<file path="src/hdl/pmix_pkg.sv">
`timescale 1ns / 1ps

package pmix_pkg;

   // default sizes of the storage
   localparam int DefBufferDepth = 256;
   localparam int DefVoiceCount  = 8;
   localparam int DefWaveDepth   = 4096;
   localparam int DefMaxChannels = 8;

   // field widths of one beat
   localparam int OpW       = 3;
   localparam int WaveAddrW = 12;
   localparam int SampleW   = 16;
   localparam int IndexW    = 8;
   localparam int LengthW   = 13;
   localparam int ChanW     = 4;
   localparam int VolW      = 16;
   localparam int AmpW      = 15;

   // running channel sum and its magnitude
   localparam int SumW = SampleW + ChanW;
   localparam int MagW = SumW - 1;

   localparam int ReqDataW = 88;
   localparam int RspDataW = 24;

   // operation codes
   localparam logic [OpW-1:0] OP_LOAD  = 3'd0;
   localparam logic [OpW-1:0] OP_TICK  = 3'd1;
   localparam logic [OpW-1:0] OP_NOTE  = 3'd2;
   localparam logic [OpW-1:0] OP_SWAP  = 3'd3;
   localparam logic [OpW-1:0] OP_READ  = 3'd4;

   typedef logic [MagW-1:0] mag_type;
   typedef logic [ChanW-1:0] chan_type;

endpackage

</file>
<file path="src/hdl/pmix_div.sv">
`timescale 1ns / 1ps

// restoring divider, one quotient bit per cycle
module pmix_div (
   input  logic              clock,
   input  logic              reset,
   input  logic              start,
   input  pmix_pkg::mag_type  dividend,
   input  pmix_pkg::chan_type divisor,
   output logic              done,
   output pmix_pkg::mag_type  quotient
);
   import pmix_pkg::*;

   localparam int CntW = $clog2(MagW + 1);

   logic [ChanW-1:0] rem_ff, rem_in;
   mag_type          quo_ff, quo_in;
   chan_type         dvs_ff, dvs_in;
   logic [CntW-1:0]  cnt_ff, cnt_in;
   logic             busy_ff, busy_in;
   logic             done_ff, done_in;
   logic [ChanW:0]   trial;
   logic [ChanW:0]   diff;

   // one step of shift and subtract
   always_comb begin
      trial   = {rem_ff, quo_ff[MagW-1]};
      diff    = trial - {1'b0, dvs_ff};
      rem_in  = rem_ff;
      quo_in  = quo_ff;
      dvs_in  = dvs_ff;
      cnt_in  = cnt_ff;
      busy_in = busy_ff;
      done_in = 1'b0;
      if (start) begin
         rem_in  = '0;
         quo_in  = dividend;
         dvs_in  = divisor;
         cnt_in  = CntW'(MagW);
         busy_in = 1'b1;
      end else if (busy_ff) begin
         if (trial >= {1'b0, dvs_ff}) begin
            rem_in = diff[ChanW-1:0];
            quo_in = {quo_ff[MagW-2:0], 1'b1};
         end else begin
            rem_in = trial[ChanW-1:0];
            quo_in = {quo_ff[MagW-2:0], 1'b0};
         end
         cnt_in = cnt_ff - 1'b1;
         if (cnt_ff == CntW'(1)) begin
            busy_in = 1'b0;
            done_in = 1'b1;
         end
      end
   end

   always_ff @(posedge clock) begin
      if (reset) begin
         busy_ff <= 1'b0;
         done_ff <= 1'b0;
         cnt_ff  <= '0;
      end else begin
         busy_ff <= busy_in;
         done_ff <= done_in;
         cnt_ff  <= cnt_in;
      end
      rem_ff <= rem_in;
      quo_ff <= quo_in;
      dvs_ff <= dvs_in;
   end

   assign done     = done_ff;
   assign quotient = quo_ff;

   dividend_held: assert property (@(posedge clock) disable iff (reset)
      busy_ff && !start |=> cnt_ff == $past(cnt_ff) - 1'b1 || !busy_ff)
      else $error("divider step count skipped");
   no_restart: assert property (@(posedge clock) disable iff (reset)
      start |-> !busy_ff)
      else $error("divider restarted while busy");
   done_once: assert property (@(posedge clock) disable iff (reset)
      done_ff |-> !busy_ff)
      else $error("divider done while busy");

endmodule

</file>
<file path="config.mk">
export PLATFORM = sky130hd
export DESIGN_NAME = pmix_div
export DESIGN_NICKNAME = d
export VERILOG_FILES = /design/src/hdl/pmix_pkg.sv /design/src/hdl/pmix_div.sv
export SDC_FILE = /design/constraint.sdc
export NUM_CORES = 1
export LEC_CHECK = 0
export ABC_AREA = 1
export BUFFER_PORTS_ARGS = -buffer_cell sky130_fd_sc_hd__buf_4
export CAP_MARGIN = 10
export CORE_MARGIN = 2
export CORE_UTILIZATION = 54
export CTS_CLUSTER_SIZE = 16
export DETAILED_ROUTE_END_ITERATION = 8
export PLACE_DENSITY = 0.9
export REMOVE_ABC_BUFFERS = 1
export SYNTH_ARGS = -nofsm -noshare
export SYNTH_HDL_FRONTEND = slang
export SYNTH_SLANG_ARGS = --single-unit
</file>
<file path="constraint.sdc">
create_clock -name clock -period 2.4 [get_ports clock]
set_input_delay 0.24 -clock clock [delete_from_list [all_inputs] [get_ports clock]]
set_output_delay 0.24 -clock clock [all_outputs]
set_load 0.01 [all_outputs]
</file>
; Word-level counts from Yosys, hierarchy flattened
; Cells that the tools add are included.
; Widths: inputs -> output; s select.
[totals]
ff_bits = 34
out_inout_bits = 20
elab_cells = 25
inputBits = 26
[classes]
order_cmp = 1
add_sub_neg = 2
n_reduce_logical = 3
bitwise = 1
eq_ne = 1
mux = 10
[ops]
columns = op, n
row1 = $mux 19, 2
row2 = $mux 5, 2
row3 = $eq 5x1->1 const B, 1
row4 = $ge 5x4->1, 1
row5 = $mux 1, 5
row6 = $sub 5x1->5 const B, 1
row7 = $mux 4, 1
row8 = $sub 4x4->4, 1
row9 = $reduce_or 3->1, 1
row10 = $reduce_bool 2->1, 1
row11 = $reduce_or 2->1, 1
row12 = $not 1->1, 1

; Logic depth before layout (Yosys ltp)
; Gate-level depths: netlist of run 1.
[logic_depth]
ltp_word = 4
mapped_depth = 10
depth_no_buf = 10

; Least setup slack after synthesis of run 1
; Ideal clock, no wire load.
[synth_path]
path_kind = reg-to-reg
start = register quo_ff[18] (netlist: quotient[18])
end = register rem_ff[2]
n_path_buf = 0
setup_time_ns = 0.113
path_slack_ns = 0.984
period_less_slack_ns = 1.416
arrival_time_ns = 1.302
t_required_ns = 2.287
stages_incl_launch_ff = 8
path_cell_list = edfxtp_1 -> inv_1 -> ha_1 -> fa_1 -> xor2_1 -> nand2_1 -> nand3_1 -> nand2_1
[synth_via]
elab_chain_cells = 2
elab_cells_between_ends = 3
cone_classes = 1 x add/sub / 1 x order compare / 1 x mux
[synth_lines]
columns = item, line_no
row1 = from (decl), pmix_div.sv:18  ; mag_type quo_ff, quo_in;
row2 = from (signal assigned), pmix_div.sv:69  ; quo_ff <= quo_in;
row3 = $sub 4x4->4 or $ge 5x4->1 (tied branches), "pmix_div.sv:29, pmix_div.sv:43"
row4 = $mux 4 (*), pmix_div.sv:43  ; if (trial >= {1'b0, dvs_ff}) begin
row5 = to (signal assigned), pmix_div.sv:68  ; rem_ff <= rem_in;
row6 = to (decl), pmix_div.sv:17  ; logic [ChanW-1:0] rem_ff, rem_in;
; Mark *: on every way between the ends. The rest lies on a longest branch, timed or not.
; A chain may end at the register's enable or synchronous reset.

; Worst setup path after layout of run 1
; Ends and elaborated chain as after synthesis.

==> results of run 1 <==
==> routing by layer <==
metal  wire length (microns)  part of all wire [%]
met5                       0                     0
met4                      53                   1.7
met3                     203                   6.6
met2                    1440                    47
met1                    1370                    45
==> stage by stage <==
step	cells	setup slack, ps	total power, mW	hold slack, ps	util [%]
after floorplan	169	984	0.918	309	-
after global placement	245	794	1.04	420	69.5
after detailed placement	245	759	1.05	420	69.5
after CTS	253	919	1.44	56.1	72.4
after global routing	253	813	1.52	45.3	72.4
final	253	916	1.43	68.9	72.4
==> worst reg2reg max path: cells and delay by family, from the launching register on <==
| kind | cells | cell delay [ps] |
|---|---|---|
| xor gates and xnor gates | 1 | 170 |
| adders and majority gates | 2 | 610 |
| buffers and inverters | 1 | 70 |
| DFF | 1 | 370 |
| and+or+nand+nor | 3 | 170 |
==> cell type report <==
class                           count  area share (%)
Sequential cell                    34            45.2
Multi-Input combinational cell    117            28.8
Timing Repair Buffer               45            16.8
Clock buffer                        8            3.98
Inverter                           18            3.35
Tap cell                           31            1.93
==> cell families after synthesis <==
family,after synthesis,share of synthesized area [%]
and+or+nand+nor,98,25.4
DFF,34,57.5
buffers and inverters,22,5.85
AOI/OAI and AO/OA,10,4.11
adders and majority gates,7,6.01
xor gates and xnor gates,2,1.11
==> state kept, by name (all words and copies together), names as in the netlist <==
name / flops
busy_ff: 1
cnt_ff: 5
done: 1
dvs_ff: 4
quotient: 19
rem_ff: 4
==> worst min path at each step <==
stage / start / end / slack [ps]
after global placement: divisor[1] / dvs_ff[1] / 420
after detailed placement: divisor[2] / dvs_ff[2] / 420
after floorplan: reset / cnt_ff[4] / 310
after CTS: reset / cnt_ff[4] / 60
final: reset / cnt_ff[4] / 70
after global routing: reset / cnt_ff[4] / 50
==> power breakdown <==
part,total [mW],switching [mW],internal [mW]
Sequential,0.735,0.0388,0.697
Clock,0.391,0.184,0.207
Combinational,0.307,0.166,0.141
==> placed cells by master (no fill, tap or decap), drive strengths merged, types with 6 or more instances in the layout <==
cell type,Yosys,layout
nand2,75,75
ha,6,6
dfxtp,11,11
buf,4,45
edfxtp,23,23
nand3,10,10
inv,17,17
nor2,9,9
clkbuf,0,8
==> summary.txt, run 1 <==
Synth
  • Synth Instances: ~170
  • Synth Flop Type: edfxtp_1
  • Synthesized cell area: ~1600 sq um
  • Distinct cells, synth: 24
  • Top cells by area, synth: edfxtp_1, nand2_1, dfxtp_1, ha_1, inv_1
  • Share of synthesized flip-flops with an asynchronous set or reset: 0%
  • Average cell area after synthesis: between 9 and 10 sq um
  • Yosys warnings: 0
  • Synth area leader: edfxtp_1
  • Top cell type's share of synthesized area: a little over two fifths
  • Post-synth top cells: nand2_1, edfxtp_1, inv_1
  • Synth Register Bits: 34
  • Post-synth EDFFs: 23
  • Count leader, synth: nand2_1
  • Register area share after synthesis: 57.5%

Critical path
  • Startpoint types: register
  • WP data arrival: ~1700 ps
  • Worst Setup EP: rem_ff[2]
  • CP startpoint: quotient[18]
  • Worst Path Required: 2640 ps
  • Reg-to-reg startpoint: quotient[18]
  • Buf+Inv Stages, Crit Path: 1
  • R2R cell count: 7
  • Crit-path slowest cell: fa_1
  • Largest delay share family, worst path: adder cells
  • Levels on crit path: 7
  • Cells along the critical path: inv_1, ha_1, fa_1, xor2_1, nand2_1, nand3_1, nand2_1
  • CP most frequent cell: nand2_1
  • CP Class: register to register
  • Reg-to-reg slack, setup: around 900 ps
  • Max stage delay on crit path: 390 ps
  • Endpoint class of the critical path: register
  • CP Max Fanout: 2
  • R2R Path End: rem_ff[2]

Worst hold path
  • Hold Crit Class: input port to register
  • Hold Crit Depth: 2

Routing
  • Detailed Route WL: around 3.1 mm
  • Detailed Route Iter0 Violations: 57
  • DRC errors left: 0
  • Pre-antenna DRT Iters: 4
  • Vias/cell: 5.17
  • DR WL/cell: about 12 microns
  • Vias: approximately 1300
  • Antenna-violating nets left: 0

Global routing
  • Antenna violations before repair: 0
  • Largest net degree at the start of global routing: 27
  • Met2 usage: between 30% and 40%
  • First-pass GRT wire length: ~5.1 mm
  • Grt ovf: 0
  • Vias in the first global route: roughly 1200
  • GRT Overall Usage: between 20% and 30%
  • GRT busiest layer: met2
  • GR Util met1: between 20% and 30%
  • Met3 Use GR: approximately 7.4%

Clock tree
  • CTS tree: done
  • # Post-CTS Setup Buffers: 0
  • Num CTS Buffers: 5
  • Cells resized by post-CTS repair: 0
  • Clock-pin transition on the worst setup and hold timing paths: 100 ps
  • Clk buf depth: 2
  • H-tree depth: 2
  • Root Buffer: clkbuf_4
  • Latest clock arrival within the worst-skew pair: approximately 330 ps
  • CTS Hold Bufs: 0
  • CTS Sinks: 34

Die
  • Die Area: 3380 sq um
  • Die Y: between 50 and 60 microns
  • Num ports: 46
  • Starting Density: between 50% and 60%
  • Row cnt: 19
  • Placeable Area: around 2800 sq um
  • Die X: 58.1 microns

Cells and area
  • # diodes: 0
  • Reg area: 911 sq um
  • Fin nets: 254
  • Post-route design area: roughly 2000 sq um
  • Fillers: between 200 and 250
  • Syn-to-layout area delta: 27.3%
  • Multi-input gate area in the final layout: around 580 sq um
  • Layout cells sized above 1: between 20% and 30%

STA
  • Fmax: just under 0.7 GHz
  • Tmin final: between 1000 and 1500 ps
  • Final Setup Violations: 0
  • Worst relative slew slack: approximately 50%
  • Worst Tran Pin Value: roughly 740 ps
  • Crit share post-route: 61.8%
  • Fin. Hold Viols: 0
  • Slew Limit Fails: 0
  • Unrepaired setup endpoints after global routing: false
  • Fin Setup TNS: 0 ps
  • Layout Skew: slightly above 10 ps

Placement
  • Post-DP HPWL: around 2.2 mm
  • Buffers on Ports: 45
  • Area after DPL: 1930 sq um
  • Routability Congestion: slightly above 0.8

Run
  • Maxcap violations: 0

Power
  • LEAKAGE: approximately 1.0 nW
  • Pwr dens: around 710 nW/um^2
  • Maximum VDD drop: slightly above 0.0007 V

Outcome
  • Status: completed
No activity file was read; power rests on OpenSTA's default activity.
==> run 2, diff against run 1 <==
Settings changed: CORE_UTILIZATION 54 to 51, PLACE_DENSITY 0.9 to 0.86.
Clock period 2.4 ns to 1.5 ns, I/O delays scaled along.
==> run 2 against run 1 <==
Effect of this change: hold slack better by 11 ps; sequential cell count stayed put; total power is 55% higher; maximum frequency is 1.6% higher; clock skew is 1.8 ps lower; via count is 0.99% higher; worst setup slack worse by 880 ps; final area is 5.3% higher; highest routed layer unchanged; core utilization is 1.8 points lower; largest cell class unchanged.
==> summary.txt, run 2 (synthesis gave the netlist of run 1 again) <==
Outcome
  • Status: completed

Global routing
  • Vias in the first global route: between 1000 and 1500
  • Grt ovf: 0
  • First-pass GRT wire length: ~5.7 mm
  • Largest net degree at the start of global routing: 24
  • Antenna violations before repair: 0
  • GRT Overall Usage: 21.6%

Clock tree
  • Root Buffer: clkbuf_4
  • CTS tree: done
  • Clock-pin transition on the worst setup and hold timing paths: about 110 ps
  • Clk buf depth: 2
  • Num CTS Buffers: 5
  • H-tree depth: 2
  • Latest clock arrival within the worst-skew pair: 330 ps
  • CTS Sinks: 34

Routing
  • Vias/cell: roughly 5
  • Detailed Route Iter0 Violations: between 60 and 70
  • DR top layer: met4
  • Pre-antenna DRT Iters: 4
  • Met1 Wirelength: roughly 1.4 mm
  • Vias: roughly 1300
  • WL met3: around 190 microns
  • Detailed Route WL: 3.33 mm
  • Routed met2 length: between 1.5 and 2 mm
  • Antenna-violating nets left: 0
  • DRC errors left: 0
  • DR WL/cell: roughly 13 microns

Critical path
  • Max stage delay on crit path: between 300 and 400 ps
  • Reg-to-reg slack, setup: approximately 40 ps
  • Crit-path slowest cell: ha_1
  • Endpoint class of the critical path: register
  • R2R cell count: 8
  • CP startpoint: dvs_ff[2]
  • CP Max Fanout: 7
  • CP Class: register to register
  • Worst Path Required: 1730 ps
  • WP data arrival: between 1500 and 2000 ps
  • Startpoint types: register
  • Cells along the critical path: inv_1, ha_1, nand2_1, o21a_4, nand2_2, nand2_1, nand3_1, nand2_1
  • CP most frequent cell: nand2_1
  • R2R Path End: rem_ff[0]
  • Reg-to-reg startpoint: dvs_ff[2]

Placement
  • Buffers on Ports: 45
  • Routability Congestion: 0.864
  • Area after DPL: approximately 2000 sq um
  • Post-DP HPWL: about 2.4 mm

Worst hold path
  • Hold Crit Depth: 3
  • Min-delay src: dividend[17]
  • WHS Endpoint: quotient[17]
  • Hold Crit Class: input port to register

Power
  • Maximum VDD drop: around 0.0006 V
  • Pwr dens: 1050 nW/um^2
  • Total Power: roughly 2.2 mW
  • LEAKAGE: roughly 1.0 nW

Die
  • Die Y: roughly 60 microns
  • Die X: approximately 60 microns
  • Num ports: 46
  • Row cnt: 20
  • Placeable Area: 3000 sq um
  • Starting Density: roughly 53%
  • Die Area: ~3600 sq um

Cells and area
  • Commonest cells after routing, fill and taps aside: nand2_1, buf_4, edfxtp_1
  • Layout cells sized above 1: ~28%
  • Commonest non-fill, non-tap cell in the layout: nand2_1
  • # diodes: 0
  • Number of flip-flops in the largest register: 19
  • Syn-to-layout area delta: 34.1%
  • Fin nets: 264
  • Util after Layout: 70.7%
  • Post-route design area: roughly 2100 sq um

STA
  • Tmin final: roughly 1500 ps
  • Fin Setup TNS: 0 ps
  • Layout Skew: roughly 8.5 ps
  • Fmax: a little under 0.7 GHz
  • Fin. Hold Viols: 0
  • Worst Tran Pin Value: approximately 350 ps
  • Slew Limit Fails: 0
  • Worst relative slew slack: between 70% and 80%
  • Crit share post-route: 97.3%
  • Final Setup Violations: 0

Run
  • Maxcap violations: 0
==> run 2: cell count changes in the layout (fill, tap and decap cells not counted), sizes merged <==
cell,previous run,this run
buf,45,50
dlygate4sd3,0,5
clkbuf,8,6
clkinv,1,3
==> run 2: per-layer routing <==
metal,vias up,GRT usage [%]
met4,0,8.57
li1,671,-
met5,-,0
met3,5,4.98
met1,602,26.6
met2,42,36.3
==> run 2: worst max-delay path by stage <==
stage / slack, ps / endpoint / cells after the start
5_1_grt: -20 / rem_ff[3] / 7
4_1_cts: 30 / quotient[0] / 6
2_1_floorplan: 80 / rem_ff[2] / 7
3_5_place_dp: 50 / quotient[0] / 6
6_report: 40 / rem_ff[0] / 8
3_3_place_gp: 110 / rem_ff[1] / 8
==> run 2: area by class of cell <==
type / instances / area (sq um)
sequential: 34 / 911
clock buffer: 6 / 41.3
timing repair buffer: 55 / 438
tap: 33 / 41.3
inverter: 18 / 67.6
clock inverter: 2 / 8.76
multi-input combinational: 117 / 614
fill: 229 / 881
==> run 2: worst max-delay path: cells and delay by family (launching register included) <==
kind / cells / cell delay, ps
compound gates: 1 / 260
fa+ha+maj: 1 / 350
buf+inv: 1 / 40
flops: 1 / 340
simple gates: 5 / 370
==> run 2: repair_timing <==
action                                  4_1_cts  5_1_grt
endpoints found under the setup margin        0        5
resized for setup                             0        7
endpoints found under the hold margin         6        0
hold buffers                                  5        0
setup buffers                                 0        2
==> run 2: through the flow <==
step,hold WS (ps),instances,worst slack (ps)
finish,79.5,265,40.3
global route,71.7,265,-20.1
CTS,64.4,263,34.5
detailed placement,329,250,47.9
global placement,329,250,109
floorplan,219,169,84.4
==> run 2: where the power goes <==
part,switching (mW),internal (mW)
Clock,0.306,0.176
Sequential,0.0596,1.11
Combinational,0.294,0.271
==> run 3, diff against run 2 <==
Settings changed: CTS_CLUSTER_SIZE 16 to 10, MAX_ROUTING_LAYER set to met4.
Clock period 1.5 ns to 1.6 ns, I/O delays scaled along.
==> run 3 against run 2 <==
Effect of this change: routed wire length shrank 6.0%; critical path type unchanged; first-iteration DRC count shrank 12%; cell count grew 0.38%; die area is the same; worst setup slack gained 78 ps; critical path depth shrank 1; via count grew 0.61%; clock-buffer cell count grew 1; largest cell class unchanged; clock power grew 4%; sequential cell count is the same.
==> summary.txt, run 3 (synthesis gave the netlist of run 1 again) <==
Clock tree
  • Root Buffer: clkbuf_4
  • Num CTS Buffers: 5
  • CTS Sinks: 34
  • H-tree depth: 2
  • Latest clock arrival within the worst-skew pair: roughly 330 ps
  • Clk buf depth: 2
  • CTS tree: done
  • Clock-pin transition on the worst setup and hold timing paths: ~110 ps

Cells and area
  • Syn-to-layout area delta: 32.4%
  • # diodes: 0
  • Util after Layout: between 60% and 70%
  • Commonest non-fill, non-tap cell in the layout: nand2_1
  • Number of flip-flops in the largest register: 19
  • Commonest cells after routing, fill and taps aside: nand2_1, buf_4, edfxtp_1
  • Fin nets: between 200 and 300
  • Layout cells sized above 1: 27.0%

Critical path
  • Crit-path slowest cell: edfxtp_1
  • CP Class: register to register
  • CP Max Fanout: 2
  • Worst Path Required: between 1500 and 2000 ps
  • Startpoint types: register
  • CP most frequent cell: nand2_1
  • WP data arrival: around 1700 ps
  • Endpoint class of the critical path: register
  • Max stage delay on crit path: about 380 ps
  • Cells along the critical path: inv_1, ha_1, fa_1, xor2_1, nand2_1, nand3_1, nand2_1

Routing
  • Vias: 1328
  • DRC errors left: 0
  • Detailed Route WL: roughly 3.1 mm
  • DR WL/cell: between 10 and 15 microns
  • Vias/cell: 4.99
  • Detailed Route Iter0 Violations: 60
  • Pre-antenna DRT Iters: 4
  • Antenna-violating nets left: 0

Power
  • Pwr dens: 996 nW/um^2
  • Total Power: between 2 and 2.5 mW
  • Maximum VDD drop: 0.000658 V
  • LEAKAGE: around 1.0 nW

STA
  • Crit share post-route: between 90% and 100%
  • Fin Setup TNS: 0 ps
  • Worst Tran Pin Value: approximately 360 ps
  • Slew Limit Fails: 0
  • Worst relative slew slack: approximately three quarters
  • Layout Skew: 8.72 ps
  • WHS: around 90 ps
  • Fmax: about 0.67 GHz
  • Tmin final: 1480 ps
  • Unrepaired setup endpoints after global routing: false
  • Fin. Hold Viols: 0
  • Final Setup Violations: 0

Global routing
  • Antenna violations before repair: 0
  • Vias in the first global route: 1255
  • Grt ovf: 0
  • First-pass GRT wire length: 5.35 mm
  • GRT Overall Usage: 21.1%
  • Largest net degree at the start of global routing: 15

Die
  • Num ports: 46
  • Row cnt: 20
  • Die X: about 60 microns
  • Die Area: around 3600 sq um
  • Placeable Area: approximately 3000 sq um
  • Die Y: between 50 and 60 microns
  • Starting Density: 52.7%

Run
  • Maxcap violations: 0

Placement
  • Buffers on Ports: 45
  • Routability Congestion: approximately 0.81
  • Post-DP HPWL: approximately 2.3 mm

Worst hold path
  • Hold Crit Class: input port to register

Outcome
  • Status: completed
[run 3: repair_timing]
action                                  in CTS  in global routing
hold buffers                                 5                  0
buffers inserted                             0                  0
resized for setup                            0                  1
endpoints found under the setup margin       0                  1
endpoints found under the hold margin        6                  0
[run 3: metrics by stage]
step	cells	instance area, sq um	setup WS [ps]
6_report	266	2100	118
5_1_grt	266	2100	25.1
4_1_cts	266	2090	124
3_5_place_dp	253	1980	137
3_3_place_gp	253	1980	200
2_1_floorplan	169	1560	184
[run 3: report_power, final]
| group | internal, mW | switching (mW) | total [mW] |
|---|---|---|---|
| clock network | 0.213 | 0.287 | 0.500 |
| registers | 1.04 | 0.0542 | 1.10 |
| logic | 0.232 | 0.257 | 0.489 |
[run 3: area by class of cell]
| cell class | count | area (sq um) |
|---|---|---|
| Sequential cell | 34 | 911 |
| Inverter | 18 | 67.6 |
| Clock inverter | 1 | 5.00 |
| Clock buffer | 7 | 55.1 |
| Timing Repair Buffer | 56 | 433 |
| Multi-Input combinational cell | 117 | 583 |
| Tap cell | 33 | 41.3 |
| Fill cell | 240 | 907 |
[run 3: worst max-delay path, delay by kind of cell (launching register included)]
| kind | cells | cell delay, ps |
|---|---|---|
| simple gates | 3 | 190 |
| xor+xnor | 1 | 150 |
| buf+inv | 1 | 70 |
| flops | 1 | 380 |
| fa+ha+maj | 2 | 600 |
[run 3: final timing paths]
| path | startpoint | endpoint | slack, ps | cells after the start |
|---|---|---|---|---|
| hold / removal | dividend[8] | quotient[8] | 90 | 3 |
| hold reg to reg | rem_ff[3] | rem_ff[3] | 470 | 2 |
| setup reg to reg | quotient[18] | rem_ff[2] | 120 | 7 |
| setup / recovery | quotient[18] | rem_ff[2] | 120 | 7 |
[run 3: metal layers]
layer	share of wire (%)	up-vias	GRT usage (%)	wire, microns
met1	44	601	26.5	1390
li1	-	673	-	-
met5	0	-	-	0
met3	6.1	4	5.84	191
met2	48	50	32.9	1520
met4	1.1	0	7.62	34
